$ cat config.mk
export PLATFORM = sky130hd
export DESIGN_NAME = fpd64_prep
export DESIGN_NICKNAME = d
export VERILOG_FILES = /design/src/design/fixed_point_divide_64_macros.svh /design/src/design/fpd64_pkg.sv /design/src/design/fpd64_prep.sv
export SDC_FILE = /design/constraint.sdc
export NUM_CORES = 1
export LEC_CHECK = 0
export BUFFER_PORTS_ARGS = -buffer_cell sky130_fd_sc_hd__buf_2
export CORE_UTILIZATION = 48
export CTS_BUF_LIST = sky130_fd_sc_hd__clkbuf_8
export CTS_CLUSTER_SIZE = 16
export DETAILED_ROUTE_END_ITERATION = 12
export PLACE_DENSITY = 0.78
export RECOVER_POWER = 100
export SYNTH_ARGS = -nofsm -noshare
export SYNTH_HDL_FRONTEND = slang
export SYNTH_SLANG_ARGS = --single-unit
export TNS_END_PERCENT = 30
$ cat constraint.sdc
create_clock -name clk -period 2.2 [get_ports clk]
set_input_delay 0.22 -clock clk [delete_from_list [all_inputs] [get_ports clk]]
set_output_delay 0.22 -clock clk [all_outputs]
set_load 0.01 [all_outputs]
$ cat src/design/fixed_point_divide_64_macros.svh
// Assertion macros for the fixed-point divider.
`ifndef FIXED_POINT_DIVIDE_64_MACROS_SVH
`define FIXED_POINT_DIVIDE_64_MACROS_SVH

`ifndef SYNTHESIS

// Same-cycle implication, disabled during reset
`define FPD64_ASSERT_NOW(lbl, clk, rst_n, ante, cons) \
	lbl: assert property (@(posedge clk) disable iff (!rst_n) (ante) |-> (cons)) \
		else $error("fpd64 check failed");

// Next-cycle implication, disabled during reset
`define FPD64_ASSERT_NEXT(lbl, clk, rst_n, ante, cons) \
	lbl: assert property (@(posedge clk) disable iff (!rst_n) (ante) |=> (cons)) \
		else $error("fpd64 check failed");

`else

`define FPD64_ASSERT_NOW(lbl, clk, rst_n, ante, cons)
`define FPD64_ASSERT_NEXT(lbl, clk, rst_n, ante, cons)

`endif

`endif

$ cat src/design/fpd64_pkg.sv
// Shared constants, types and helpers of the fixed-point divider.
`default_nettype none

package fpd64_pkg;

	// Operand width that takes part in the arithmetic (8..64)
	localparam int unsigned DATA_W   = 64;
	// Port width of each operand and of the quotient
	localparam int unsigned WORD_W   = 64;
	// Widened dividend and the number of restoring steps
	localparam int unsigned NUM_W    = 2 * WORD_W;
	localparam int unsigned NUM_ITER = NUM_W;
	// Fraction bit count register
	localparam int unsigned FRAC_W   = 6;
	localparam logic [FRAC_W-1:0] FRAC_RESET = FRAC_W'(32);

	typedef logic [WORD_W-1:0] word_t;

	// Payload of one divider iteration stage
	typedef struct packed {
		logic             neg;  // quotient is negated at the end
		logic             dbz;  // divisor was zero
		word_t            dsr;  // divisor magnitude
		word_t            rem;  // partial remainder, below dsr unless the divisor is zero
		logic [NUM_W-1:0] num;  // dividend bits out at top, quotient bits in at bottom
	} iter_t;

	// Result beat
	typedef struct packed {
		logic  dbz;
		word_t quo;
	} res_t;

	// Sign-extend from bit DATA_W-1 to the port width
	function automatic word_t sext_w(input word_t v);
		return word_t'($signed(v << (WORD_W - DATA_W)) >>> (WORD_W - DATA_W));
	endfunction

endpackage

`default_nettype wire

$ cat src/design/fpd64_prep.sv
// Operand preparation: sign split, magnitudes, and fraction shift into the wide dividend.
`default_nettype none

module fpd64_prep import fpd64_pkg::*; (
	input  wire logic              clk,
	input  wire logic              arst_n,
	input  wire logic              en,
	input  wire logic              in_vld,
	input  wire word_t             dividend,
	input  wire word_t             divisor,
	input  wire logic [FRAC_W-1:0] frac_bits,
	output logic                   out_vld,
	output iter_t                  out_data
);

	word_t a;
	word_t b;
	logic  vld_s1;
	word_t ma_s1;
	word_t mb_s1;
	logic  neg_s1;
	logic  dbz_s1;
	logic  vld_s2;
	iter_t data_s2;

	assign a = sext_w(dividend);
	assign b = sext_w(divisor);

	// Valid bits
	always_ff @(posedge clk or negedge arst_n) begin
		if (!arst_n) begin
			vld_s1 <= 1'b0;
			vld_s2 <= 1'b0;
		end else if (en) begin
			vld_s1 <= in_vld;
			vld_s2 <= vld_s1;
		end
	end

	// Stage 1: magnitudes and result sign
	always_ff @(posedge clk) begin
		if (en) begin
			ma_s1  <= a[WORD_W-1] ? word_t'(-a) : a;
			mb_s1  <= b[WORD_W-1] ? word_t'(-b) : b;
			neg_s1 <= a[WORD_W-1] ^ b[WORD_W-1];
			dbz_s1 <= (b == '0);
		end
	end

	// Stage 2: widen and shift the dividend by the fraction bit count
	always_ff @(posedge clk) begin
		if (en) begin
			data_s2.neg <= neg_s1;
			data_s2.dbz <= dbz_s1;
			data_s2.dsr <= mb_s1;
			data_s2.rem <= '0;
			data_s2.num <= {{(NUM_W - WORD_W){1'b0}}, ma_s1} << frac_bits;
		end
	end

	assign out_vld  = vld_s2;
	assign out_data = data_s2;

endmodule

`default_nettype wire

==> run_summary.xml, run 1 <==
<?xml version="1.0" encoding="UTF-8"?>
<metrics>
  <group name="power_and_ir_drop">
    <metric name="vdd_drop_max" unit="mV">0.4691</metric>
    <metric name="leakagePower" unit="nW">9.787</metric>
    <metric name="cellPowerDensity" unit="mW/mm^2">691.2</metric>
    <metric name="totalPowerFinal" unit="W">0.01701</metric>
  </group>
  <group name="sta">
    <metric name="worstMarginPinSlew" unit="ps">1782</metric>
    <metric name="clock-skew-final" unit="ps">42.66</metric>
    <metric name="headroom_to_the_max_slew_limit" unit="%">-18.78</metric>
    <metric name="fin_ws" unit="ps">-37.71</metric>
    <metric name="grt_setup_unrepaired" unit="">true</metric>
    <metric name="clock.fmax" unit="MHz">446.9</metric>
    <metric name="setup_viol" unit="">3</metric>
    <metric name="tmin_final" unit="ps">2238</metric>
    <metric name="final-max-slew-violation-count" unit="">56</metric>
    <metric name="final-hold-violation-count" unit="">0</metric>
    <metric name="hold_ws" unit="ps">29.17</metric>
    <metric name="finalCritPeriodShare" unit="%">101.7</metric>
  </group>
  <group name="yosys">
    <metric name="synth_async_sr_flop_share" unit="%">0.6154</metric>
    <metric name="synth_ff_type" unit="">sky130_fd_sc_hd__edfxtp_1</metric>
    <metric name="synth_simple_gate_area_share" unit="%">9.782</metric>
    <metric name="synth.area.mux_share" unit="%">15.47</metric>
    <metric name="avg_inst_size_synth" unit="um^2">12.99</metric>
    <metric name="syn_inst" unit="">1409</metric>
    <metric name="netlist_area" unit="mm^2">0.01830</metric>
    <metric name="synth-edff-count" unit="">323</metric>
    <metric name="netlist-cell-type-count" unit="">75</metric>
    <metric name="synth_top_family_by_area" unit="">multiplexers</metric>
    <metric name="synth-seq-area-share" unit="%">53.26</metric>
    <metric name="synth-seq-cells" unit="">325</metric>
    <metric name="yosysWarningCount" unit="">0</metric>
    <metric name="synth_compound_area_share" unit="%">10.64</metric>
    <metric name="synth_xor_xnor_area_share" unit="%">5.694</metric>
    <metric name="adder_cell_share_of_the_synthesized_area" unit="%">0.1367</metric>
  </group>
  <group name="route">
    <metric name="drtIter0Drc" unit="">1364</metric>
    <metric name="aggregate_routed_wire_length" unit="um">56280</metric>
    <metric name="total_number_of_vias" unit="">15042</metric>
    <metric name="drc_violation_count_after_routing" unit="">0</metric>
    <metric name="drtPass1Iterations" unit="">6</metric>
    <metric name="antenna_left" unit="">0</metric>
    <metric name="route.detailed.vias_per_inst" unit="">5.706</metric>
    <metric name="wire_per_inst" unit="um">21.35</metric>
  </group>
  <group name="critical_path">
    <metric name="path_common_cell" unit="">sky130_fd_sc_hd__or4_4</metric>
    <metric name="required" unit="ps">2540</metric>
    <metric name="worst-setup-path-type" unit="">primary input to flip-flop</metric>
    <metric name="cp_slowest_cell" unit="">sky130_fd_sc_hd__dlygate4sd3_1</metric>
    <metric name="critPathMaxStageDelay" unit="ps">530</metric>
    <metric name="critical_path_peak_fanout" unit="">4</metric>
    <metric name="startpoint_type" unit="">primary input</metric>
    <metric name="worst_setup_path_end_kind" unit="">flip-flop</metric>
    <metric name="arrival" unit="ps">2570</metric>
    <metric name="timing.critical_path.cells" unit="">dlygate4sd3_1, buf_2, or4_4, or4_4, or3_4, o31ai_1, xnor2_1</metric>
  </group>
  <group name="floorplan">
    <metric name="fp-row-count" unit="">71</metric>
    <metric name="pin_count" unit="">397</metric>
    <metric name="effective_utilization_at_floorplan" unit="%">48.71</metric>
    <metric name="core-area" unit="mm^2">0.03758</metric>
    <metric name="die-width" unit="um">197.3</metric>
    <metric name="dieArea" unit="mm^2">0.03892</metric>
    <metric name="floorplan.die.height" unit="um">197.3</metric>
  </group>
  <group name="grt">
    <metric name="largest_net_degree_at_the_start_of_global_routing" unit="">61</metric>
    <metric name="sum_of_overflow_across_all_layers_after_global_routing" unit="">0</metric>
    <metric name="first_global_vias" unit="">14337</metric>
    <metric name="grt_pass1_wl" unit="um">82720</metric>
    <metric name="globalRouteTotalUtil" unit="%">27.94</metric>
    <metric name="antenna_found_initial" unit="">1</metric>
  </group>
  <group name="clock_network">
    <metric name="clk-insertion-delay-late" unit="ps">630</metric>
    <metric name="clock_sink_count" unit="">325</metric>
    <metric name="cts_inserted_buffers" unit="">50</metric>
    <metric name="cts-root-buf" unit="">sky130_fd_sc_hd__clkbuf_8</metric>
    <metric name="htree_levels" unit="">2</metric>
    <metric name="clk_pin_slew_worst_paths" unit="ps">60</metric>
    <metric name="max-clock-path-buffers" unit="">3</metric>
    <metric name="cts_tree" unit="">done</metric>
  </group>
  <group name="cells_and_area">
    <metric name="nNetsFinal" unit="">2226</metric>
    <metric name="syn_to_final_growth" unit="%">34.46</metric>
    <metric name="finalInstanceArea" unit="mm^2">0.02461</metric>
    <metric name="fin_cells" unit="">2636</metric>
    <metric name="fillerInstances" unit="">2743</metric>
    <metric name="drive_gt1_share" unit="%">42.04</metric>
  </group>
  <group name="placed_design">
    <metric name="placed_instance_count" unit="">2446</metric>
    <metric name="place.gp.congestion" unit="">0.9668</metric>
    <metric name="placed_cell_area" unit="mm^2">0.02225</metric>
    <metric name="post-dp-hpwl" unit="um">41520</metric>
    <metric name="io_buffer_count" unit="">331</metric>
  </group>
  <group name="worst_hold_path">
    <metric name="hold_class" unit="">primary input to flip-flop</metric>
  </group>
  <group name="status">
    <metric name="run_status" unit="">finished, violations left</metric>
    <metric name="violations" unit="">max-capacitance violations, max-slew violations, negative setup slack</metric>
  </group>
  <group name="run">
    <metric name="max_cap_violations" unit="">1</metric>
  </group>
</metrics>
cell usage in the layout (no fill, tap or decap), types with 17 or more instances in the layout:
cell type / synthesis / final
sky130_fd_sc_hd__o21ai_0: 39 / 33
sky130_fd_sc_hd__inv_1: 12 / 30
sky130_fd_sc_hd__nor3_1: 25 / 25
sky130_fd_sc_hd__nand2_1: 81 / 80
sky130_fd_sc_hd__mux2i_1: 68 / 62
sky130_fd_sc_hd__mux2_4: 0 / 17
sky130_fd_sc_hd__edfxtp_1: 323 / 323
sky130_fd_sc_hd__nor2_1: 90 / 90
sky130_fd_sc_hd__o31ai_1: 43 / 32
sky130_fd_sc_hd__or3_1: 21 / 19
sky130_fd_sc_hd__xnor2_1: 115 / 115
sky130_fd_sc_hd__clkbuf_8: 0 / 53
sky130_fd_sc_hd__mux2_2: 63 / 46
sky130_fd_sc_hd__dlygate4sd3_1: 0 / 99
sky130_fd_sc_hd__buf_2: 14 / 329
sky130_fd_sc_hd__mux4_2: 64 / 64
sky130_fd_sc_hd__o22ai_1: 41 / 41
sky130_fd_sc_hd__buf_4: 70 / 268
sky130_fd_sc_hd__conb_1: 1 / 65
per-stage QoR:
| stage | setup WS, ps | TNS (ps) | util, % |
|---|---|---|---|
| 6_report | -37.71 | -56.54 | 65.49 |
| 5_1_grt | -79.41 | -656.3 | 65.49 |
| 4_1_cts | -2.205 | -2.205 | 64.48 |
| 3_5_place_dp | -316.1 | -17410 | 59.21 |
| 3_3_place_gp | -293.1 | -11600 | 59.21 |
| 2_1_floorplan | -23.58 | -30.08 | - |
repair_timing:
action	CTS	global route
hold buffers	99	0
pin swaps	0	6
endpoints found under the setup margin	9	68
gates resized for setup	9	77
hold endpoints to repair	100	0
buffers inserted	0	0
flip-flops by register name (all words and copies together) (netlist names):
name	count
out_data	193
vld_s1	1
ma_s1	64
mb_s1	64
dbz_s1	1
out_vld	1
neg_s1	1
final timing paths:
| path | slack, ps | endpoint | startpoint | cells past startpoint |
|---|---|---|---|---|
| worst max register to register | 20 | out_data[59] | ma_s1[6] | 5 |
| worst min-delay path | 30 | ma_s1[49] | dividend[49] | 3 |
| worst min register to register | 390 | out_data[218] | mb_s1[26] | 0 |
| min in group asynchronous | 440 | vld_s1 | arst_n | 3 |
| max in group asynchronous | 1640 | out_vld | arst_n | 3 |
| worst max-delay path | -40 | mb_s1[62] | divisor[50] | 7 |
critical path, delay by kind of cell:
family                    cells  cell delay, ps
and+or+nand+nor               3            1280
xor gates and xnor gates      1             130
buffers and inverters         2             660
AOI/OAI and AO/OA             1             280
cell usage after synthesis (all sizes together) (8+ instances only):
library cell  instances  share of area [%]
buf                  91                3.5
nand3                14               0.41
or3                  21               0.72
a21oi                16               0.44
o31ai                45                1.9
o2bb2ai               8               0.38
nand2b               10               0.34
or4                  22                1.0
o21ai                39                1.1
inv                  13               0.27
nor2                 90                1.8
mux4                 64                7.9
nor3                 28               0.88
edfxtp              323                 53
o41ai                29                1.5
o22ai                41                1.4
or2                  16               0.55
a2bb2oi               8               0.38
nand2                81                1.7
clkbuf               58                1.2
nor4                 11               0.61
nand4                13               0.48
o22a                 10               0.48
xnor2               115                5.5
mux2i                68                3.7
a22oi                15               0.62
and2                 11               0.38
mux2                 63                3.9
logic make-up after synthesis:
group           Yosys count
simple gates            335
flops                   325
compound gates          267
mux                     195
buf+inv                 165
xor+xnor                119
fa+ha+maj                 2
other cells               1
metal layers:
metal  GRT usage, %  part of all wire (%)  up-vias
li1               -                     -     6792
met1          38.39                    41     7194
met2          43.40                    46      888
met3          5.190                   8.4      168
met4          12.23                   4.3        0
met5              0                     0        -
where the power goes:
group / internal, W / switching [W] / total (W)
combinational: 0.00205 / 0.00229 / 0.00434
clock: 0.00246 / 0.00237 / 0.00483
sequential: 0.00757 / 0.000269 / 0.00783
total: 0.0121 / 0.00493 / 0.0170
final cells by class:
| cell class | count | area [um^2] | area share, % |
|---|---|---|---|
| clock buffer | 53 | 729.5 | 2.964 |
| inverter | 16 | 60.06 | 0.2440 |
| multi-input combinational | 983 | 8309 | 33.76 |
| sequential | 325 | 9749 | 39.61 |
| tap | 511 | 639.4 | 2.598 |
| timing repair buffer | 710 | 4906 | 19.93 |
| clock inverter | 37 | 215.2 | 0.8744 |
| antenna | 1 | 2.502 | 0.01017 |
Power figures use the tool's default switching activity.
==> run 2, diff against run 1 <==
--- a/config.mk
+++ b/config.mk
@@ -10,7 +10,7 @@
 export CTS_BUF_LIST = sky130_fd_sc_hd__clkbuf_8
 export CTS_CLUSTER_SIZE = 16
 export DETAILED_ROUTE_END_ITERATION = 12
-export PLACE_DENSITY = 0.78
+export PLACE_DENSITY = 0.73
 export RECOVER_POWER = 100
 export SYNTH_ARGS = -nofsm -noshare
 export SYNTH_HDL_FRONTEND = slang
==> run 2 against run 1 <==
  * The flow finishes with violations (negative setup slack)
  * Design area about the same
  * Combinational power up 0.9%
  * Clock power up 8.1%
  * First-iteration DRC count down 13%
  * Setup slack worse by 45 ps
  * Global-route usage down 0.35 points
  * Non-clock buffer count up 24
  * Sequential power about the same
  * Via count down 0.17%
  * Fmax down 2.0%
  * Sequential share of layout area about the same
  * Highest routed layer unchanged
==> run_summary.xml, run 2 (synthesized netlist as in run 1, its figures left out) <==
<?xml version="1.0" encoding="UTF-8"?>
<metrics>
  <group name="power_and_ir_drop">
    <metric name="vdd_drop_max" unit="mV">0.3592</metric>
    <metric name="totalPowerFinal" unit="W">0.01745</metric>
    <metric name="leakagePower" unit="nW">9.289</metric>
    <metric name="cellPowerDensity" unit="mW/mm^2">709.3</metric>
  </group>
  <group name="floorplan">
    <metric name="pin_count" unit="">397</metric>
    <metric name="core-area" unit="mm^2">0.03758</metric>
    <metric name="fp-row-count" unit="">71</metric>
    <metric name="die-width" unit="um">197.3</metric>
    <metric name="effective_utilization_at_floorplan" unit="%">48.71</metric>
    <metric name="floorplan.die.height" unit="um">197.3</metric>
    <metric name="dieArea" unit="mm^2">0.03892</metric>
  </group>
  <group name="sta">
    <metric name="finalCritPeriodShare" unit="%">103.8</metric>
    <metric name="final-hold-violation-count" unit="">0</metric>
    <metric name="clock.fmax" unit="MHz">438.0</metric>
    <metric name="worstMarginPinSlew" unit="ps">1114</metric>
    <metric name="setup_viol" unit="">12</metric>
    <metric name="grt_setup_unrepaired" unit="">true</metric>
    <metric name="clock-skew-final" unit="ps">17.19</metric>
    <metric name="hold_ws" unit="ps">29.09</metric>
    <metric name="headroom_to_the_max_slew_limit" unit="%">25.73</metric>
    <metric name="final-max-slew-violation-count" unit="">0</metric>
    <metric name="tmin_final" unit="ps">2283</metric>
    <metric name="fin_ws" unit="ps">-83.05</metric>
  </group>
  <group name="route">
    <metric name="wire_per_inst" unit="um">20.69</metric>
    <metric name="drtPass1Iterations" unit="">5</metric>
    <metric name="drtIter0Drc" unit="">1189</metric>
    <metric name="total_number_of_vias" unit="">15017</metric>
    <metric name="aggregate_routed_wire_length" unit="um">55120</metric>
    <metric name="route.detailed.vias_per_inst" unit="">5.637</metric>
    <metric name="antenna_left" unit="">0</metric>
    <metric name="drc_violation_count_after_routing" unit="">0</metric>
  </group>
  <group name="cells_and_area">
    <metric name="finalCoreUtilization" unit="%">65.45</metric>
    <metric name="largest_register_ffs" unit="">193</metric>
    <metric name="drive_gt1_share" unit="%">33.12</metric>
    <metric name="nNetsFinal" unit="">2251</metric>
    <metric name="final_cell_mix" unit="">sky130_fd_sc_hd__edfxtp_1 (323), sky130_fd_sc_hd__buf_4 (262), sky130_fd_sc_hd__clkbuf_1 (200)</metric>
    <metric name="syn_to_final_growth" unit="%">34.38</metric>
    <metric name="final_common_cell" unit="">sky130_fd_sc_hd__edfxtp_1</metric>
    <metric name="antenna-diode-count" unit="">0</metric>
  </group>
  <group name="status">
    <metric name="run_status" unit="">finished, violations left</metric>
    <metric name="violations" unit="">negative setup slack</metric>
  </group>
  <group name="placed_design">
    <metric name="place.gp.congestion" unit="">0.9802</metric>
    <metric name="io_buffer_count" unit="">331</metric>
    <metric name="dp_slack" unit="ps">-386.1</metric>
    <metric name="post-dp-hpwl" unit="um">41120</metric>
  </group>
  <group name="critical_path">
    <metric name="worst_setup_path_end_kind" unit="">flip-flop</metric>
    <metric name="required" unit="ps">2580</metric>
    <metric name="arrival" unit="ps">2660</metric>
    <metric name="worst-setup-path-type" unit="">flip-flop to flip-flop</metric>
    <metric name="startpoint_type" unit="">flip-flop</metric>
    <metric name="critical_path_peak_fanout" unit="">4</metric>
  </group>
  <group name="clock_network">
    <metric name="cts_tree" unit="">done</metric>
    <metric name="clk-insertion-delay-late" unit="ps">620</metric>
    <metric name="clk_pin_slew_worst_paths" unit="ps">70</metric>
    <metric name="cts_inserted_buffers" unit="">51</metric>
    <metric name="clock_sink_count" unit="">325</metric>
    <metric name="max-clock-path-buffers" unit="">3</metric>
    <metric name="cts-root-buf" unit="">sky130_fd_sc_hd__clkbuf_8</metric>
    <metric name="htree_levels" unit="">2</metric>
  </group>
  <group name="grt">
    <metric name="first_global_vias" unit="">14303</metric>
    <metric name="grt_util_met2" unit="%">42.34</metric>
    <metric name="grt-busiest-layer" unit="">met2</metric>
    <metric name="sum_of_overflow_across_all_layers_after_global_routing" unit="">0</metric>
    <metric name="largest_net_degree_at_the_start_of_global_routing" unit="">67</metric>
    <metric name="globalRouteTotalUtil" unit="%">27.60</metric>
    <metric name="antenna_found_initial" unit="">0</metric>
    <metric name="grt_pass1_wl" unit="um">82370</metric>
    <metric name="met3_usage" unit="%">4.576</metric>
    <metric name="global_route.usage.met1" unit="%">39.45</metric>
  </group>
  <group name="run">
    <metric name="max_cap_violations" unit="">0</metric>
  </group>
  <group name="worst_hold_path">
    <metric name="hold_class" unit="">primary input to flip-flop</metric>
  </group>
</metrics>
==> run 2: final timing paths <==
check | start | endpoint | slack (ps) | cells after the start
worst min register to register | mb_s1[54] | out_data[246] | 420 | 0
worst max-delay path | ma_s1[60] | out_data[63] | -80 | 7
max in group asynchronous | arst_n | vld_s1 | 1630 | 3
worst max register to register | ma_s1[60] | out_data[63] | -80 | 7
min in group asynchronous | arst_n | out_vld | 450 | 3
worst min-delay path | dividend[5] | ma_s1[5] | 30 | 3
==> run 2: what timing repair did <==
item                                   4_1_cts  5_1_grt
endpoints found under the hold margin      110        0
buffers inserted                             5        6
setup endpoints to repair                   17       80
hold buffers                               102        0
gates resized for setup                     23       65
pin swaps                                    2       18
gates cloned                                 0        0
==> run 2: final cells by class <==
type,count,area [um^2]
sequential,325,9749
multi-input combinational,983,8220
tap,511,639.4
inverter,16,60.06
clock inverter,42,306.5
fill,2986,12980
timing repair buffer,734,4891
clock buffer,53,729.5
==> run 2: critical path: stages, from the launching register on <==
cell	delay, ps
sky130_fd_sc_hd__edfxtp_1	420
sky130_fd_sc_hd__buf_4	160
sky130_fd_sc_hd__mux4_2	510
sky130_fd_sc_hd__mux2_4	280
sky130_fd_sc_hd__mux2i_1	160
sky130_fd_sc_hd__buf_4	180
sky130_fd_sc_hd__o22ai_1	90
sky130_fd_sc_hd__or2_1	240
==> run 2: metrics by stage <==
step | TNS (ps) | cell area, um^2 | std cells
detailed placement | -20290 | 22410 | 2459
floorplan | -30.08 | 18550 | 1473
CTS | -134.4 | 24610 | 2661
finish | -312.5 | 24600 | 2664
global route | -2020 | 24600 | 2664
global placement | -15480 | 22410 | 2459
==> run 2: where the power goes <==
group | total (W) | switching (W) | internal, W | leakage (nW)
clock | 0.00522 | 0.00239 | 0.00283 | 0.566
combinational | 0.00438 | 0.00231 | 0.00207 | 5.48
sequential | 0.00785 | 0.000279 | 0.00757 | 3.24
total | 0.0174 | 0.00498 | 0.0125 | 9.29
==> run 2: routing by layer <==
layer	up-vias	part of all wire [%]
li1	6837	-
met1	7319	43
met2	742	46
met3	119	7.7
met4	0	3.4
met5	-	0
==> run 3, diff against run 2 <==
--- a/config.mk
+++ b/config.mk
@@ -12,6 +12,7 @@
 export DETAILED_ROUTE_END_ITERATION = 12
 export PLACE_DENSITY = 0.73
 export RECOVER_POWER = 100
+export SETUP_SLACK_MARGIN = 0.2
 export SYNTH_ARGS = -nofsm -noshare
 export SYNTH_HDL_FRONTEND = slang
 export SYNTH_SLANG_ARGS = --single-unit
==> run 3 against run 2 <==
  * The run still ends with negative setup slack left
  * Cell count is 0.41% higher
  * Clock power is 8.0% lower
  * Core utilization is 1.8 points higher
  * Critical endpoint unchanged
==> run_summary.xml, run 3 (synthesized netlist as in run 1, its figures left out) <==
<?xml version="1.0" encoding="UTF-8"?>
<metrics>
  <group name="grt">
    <metric name="largest_net_degree_at_the_start_of_global_routing" unit="">93</metric>
    <metric name="globalRouteTotalUtil" unit="%">27.82</metric>
    <metric name="first_global_vias" unit="">14472</metric>
    <metric name="antenna_found_initial" unit="">1</metric>
    <metric name="grt_pass1_wl" unit="um">82800</metric>
    <metric name="sum_of_overflow_across_all_layers_after_global_routing" unit="">0</metric>
  </group>
  <group name="power_and_ir_drop">
    <metric name="power.share.sequential" unit="%">45.1</metric>
    <metric name="totalPowerFinal" unit="W">0.01740</metric>
    <metric name="leakagePower" unit="nW">9.473</metric>
    <metric name="net_sw_power" unit="W">0.005100</metric>
    <metric name="vdd_drop_max" unit="mV">0.4113</metric>
    <metric name="power.combinational.fraction" unit="%">27.3</metric>
    <metric name="cellPowerDensity" unit="mW/mm^2">688.8</metric>
    <metric name="power.switching_fraction" unit="%">29.31</metric>
    <metric name="p_clk_share" unit="%">27.6</metric>
    <metric name="power.internal" unit="W">0.01230</metric>
  </group>
  <group name="clock_network">
    <metric name="htree_levels" unit="">2</metric>
    <metric name="cts-root-buf" unit="">sky130_fd_sc_hd__clkbuf_8</metric>
    <metric name="clk_pin_slew_worst_paths" unit="ps">60</metric>
    <metric name="clock_sink_count" unit="">325</metric>
    <metric name="cts_inserted_buffers" unit="">51</metric>
    <metric name="cts_tree" unit="">done</metric>
    <metric name="clk-insertion-delay-late" unit="ps">610</metric>
    <metric name="max-clock-path-buffers" unit="">3</metric>
  </group>
  <group name="critical_path">
    <metric name="timing.critical_path.cells" unit="">mux4_2, mux2_4, mux2i_2, buf_4, o22ai_1, or2_1</metric>
    <metric name="startpoint_type" unit="">flip-flop</metric>
    <metric name="critical_path_peak_fanout" unit="">4</metric>
    <metric name="cp_slowest_cell" unit="">sky130_fd_sc_hd__mux4_2</metric>
    <metric name="r2r.worst_path.cells" unit="">6</metric>
    <metric name="arrival" unit="ps">2570</metric>
    <metric name="reg2reg_slack" unit="ps">-10</metric>
    <metric name="timing.critical_path.max_delay_family" unit="">multiplexers</metric>
    <metric name="worst_setup_path_end_kind" unit="">flip-flop</metric>
    <metric name="critPathMaxStageDelay" unit="ps">560</metric>
    <metric name="r2r_end" unit="">out_data[63]</metric>
    <metric name="worst-setup-path-type" unit="">flip-flop to flip-flop</metric>
    <metric name="path_buf_inv" unit="">1</metric>
    <metric name="required" unit="ps">2560</metric>
    <metric name="critical_path.startpoint" unit="">ma_s1[8]</metric>
    <metric name="timing.critical_path.depth" unit="">6</metric>
    <metric name="crit_path_end" unit="">out_data[63]</metric>
    <metric name="worstReg2RegStart" unit="">ma_s1[8]</metric>
  </group>
  <group name="cells_and_area">
    <metric name="syn_to_final_growth" unit="%">38.00</metric>
    <metric name="fillerInstances" unit="">2856</metric>
    <metric name="multiInputGateArea" unit="mm^2">0.008945</metric>
    <metric name="largest_register_ffs" unit="">193</metric>
    <metric name="drive_gt1_share" unit="%">36.26</metric>
    <metric name="final_common_cell" unit="">sky130_fd_sc_hd__edfxtp_1</metric>
    <metric name="nNetsFinal" unit="">2265</metric>
    <metric name="ff_latch_area" unit="mm^2">0.009749</metric>
    <metric name="finalInstanceArea" unit="mm^2">0.02526</metric>
    <metric name="final_cell_mix" unit="">sky130_fd_sc_hd__edfxtp_1 (323), sky130_fd_sc_hd__buf_4 (236), sky130_fd_sc_hd__clkbuf_1 (227)</metric>
  </group>
  <group name="sta">
    <metric name="final-hold-violation-count" unit="">0</metric>
    <metric name="tmin_final" unit="ps">2213</metric>
    <metric name="clock-skew-final" unit="ps">24.54</metric>
    <metric name="grt_setup_unrepaired" unit="">true</metric>
    <metric name="headroom_to_the_max_slew_limit" unit="%">16.02</metric>
    <metric name="fin_ws" unit="ps">-13.33</metric>
    <metric name="setup_viol" unit="">1</metric>
    <metric name="finalCritPeriodShare" unit="%">100.6</metric>
    <metric name="worstMarginPinSlew" unit="ps">1260</metric>
    <metric name="final-max-slew-violation-count" unit="">0</metric>
    <metric name="clock.fmax" unit="MHz">451.8</metric>
  </group>
  <group name="status">
    <metric name="run_status" unit="">finished, violations left</metric>
    <metric name="violations" unit="">negative setup slack</metric>
  </group>
  <group name="floorplan">
    <metric name="die-width" unit="um">197.3</metric>
    <metric name="pin_count" unit="">397</metric>
    <metric name="floorplan.die.height" unit="um">197.3</metric>
    <metric name="core-area" unit="mm^2">0.03758</metric>
    <metric name="fp-row-count" unit="">71</metric>
    <metric name="effective_utilization_at_floorplan" unit="%">48.71</metric>
    <metric name="dieArea" unit="mm^2">0.03892</metric>
  </group>
  <group name="route">
    <metric name="total_number_of_vias" unit="">15147</metric>
    <metric name="drtPass1Iterations" unit="">5</metric>
    <metric name="route.detailed.vias_per_inst" unit="">5.662</metric>
    <metric name="drc_violation_count_after_routing" unit="">0</metric>
    <metric name="wire_per_inst" unit="um">20.93</metric>
    <metric name="aggregate_routed_wire_length" unit="um">55980</metric>
    <metric name="drtIter0Drc" unit="">1271</metric>
    <metric name="antenna_left" unit="">0</metric>
  </group>
  <group name="run">
    <metric name="max_cap_violations" unit="">0</metric>
  </group>
  <group name="placed_design">
    <metric name="place.gp.congestion" unit="">0.9650</metric>
    <metric name="post-dp-hpwl" unit="um">41450</metric>
    <metric name="io_buffer_count" unit="">331</metric>
    <metric name="placed_cell_area" unit="mm^2">0.02251</metric>
  </group>
  <group name="worst_hold_path">
    <metric name="hold_class" unit="">primary input to flip-flop</metric>
  </group>
</metrics>
==> run 3: cell types whose count changed in the layout (fill, tap and decap cells not counted), moves of 10 or more <==
cell / delta
sky130_fd_sc_hd__buf_4: -26
sky130_fd_sc_hd__buf_6: +10
sky130_fd_sc_hd__clkbuf_1: +27
sky130_fd_sc_hd__mux2_2: -35
sky130_fd_sc_hd__mux2_4: +34
sky130_fd_sc_hd__mux2i_1: -13
sky130_fd_sc_hd__o22ai_1: -22
sky130_fd_sc_hd__o22ai_2: +18
==> run 3: final cells by class <==
class | instances | share of cell area (%)
Sequential cell | 325 | 38.60
Multi-Input combinational cell | 983 | 35.41
Timing Repair Buffer | 748 | 19.50
Clock buffer | 53 | 2.888
Tap cell | 511 | 2.531
Clock inverter | 37 | 0.8173
Inverter | 16 | 0.2378
Antenna cell | 2 | 0.01981
==> run 3: metrics by stage <==
stage               util [%]  std cells  setup WS [ps]  hold slack [ps]  TNS [ps]
floorplan                  -       1473          36.40           -75.59         0
global placement       59.90       2462         -514.2            3.961    -22190
detailed placement     59.90       2462         -461.5            9.303    -26750
CTS                    65.92       2659          5.630            1.532         0
global route           67.21       2673         -58.51            20.68    -315.3
finish                 67.22       2675         -13.33            42.50    -13.33
==> run 3: how the worst min path moves through the flow <==
stage	slack (ps)	cells after the start	startpoint	endpoint
global route	20	3	divisor[15]	mb_s1[15]
floorplan	-80	0	arst_n	out_vld
detailed placement	9	1	arst_n	vld_s1
global placement	4	1	arst_n	vld_s1
finish	40	3	dividend[34]	ma_s1[34]
CTS	2	3	dividend[34]	ma_s1[34]
==> run 3: what timing repair did <==
| item | 4_1_cts | 5_1_grt |
|---|---|---|
| pin swaps | 20 | 67 |
| buffers inserted | 6 | 14 |
| setup endpoints to repair | 99 | 155 |
| endpoints found under the hold margin | 119 | 0 |
| hold buffers | 101 | 0 |
| gates resized for setup | 59 | 187 |
==> run 3: tightest hold or removal path, cell delays in order <==
cell and delay, ps:
sky130_fd_sc_hd__buf_2 90, sky130_fd_sc_hd__buf_4 120, sky130_fd_sc_hd__xnor2_1 110
==> run 3: per-layer routing <==
layer	track usage [%]	up-vias	wire, um
met3	4.781	118	4598
met4	9.503	0	1905
li1	-	6858	-
met5	0	-	0
met1	39.79	7359	23860
met2	42.93	812	25620
==> run 3: power by group through the flow <==
stage / registers [W] / logic, W / clock network (W)
2_1_floorplan: 0.00804 / 0.00199 / 0
3_3_place_gp: 0.00792 / 0.00398 / 0
3_5_place_dp: 0.00795 / 0.00404 / 0
4_1_cts: 0.00782 / 0.00436 / 0.00489
5_1_grt: 0.00790 / 0.00501 / 0.00514
6_report: 0.00784 / 0.00476 / 0.00480
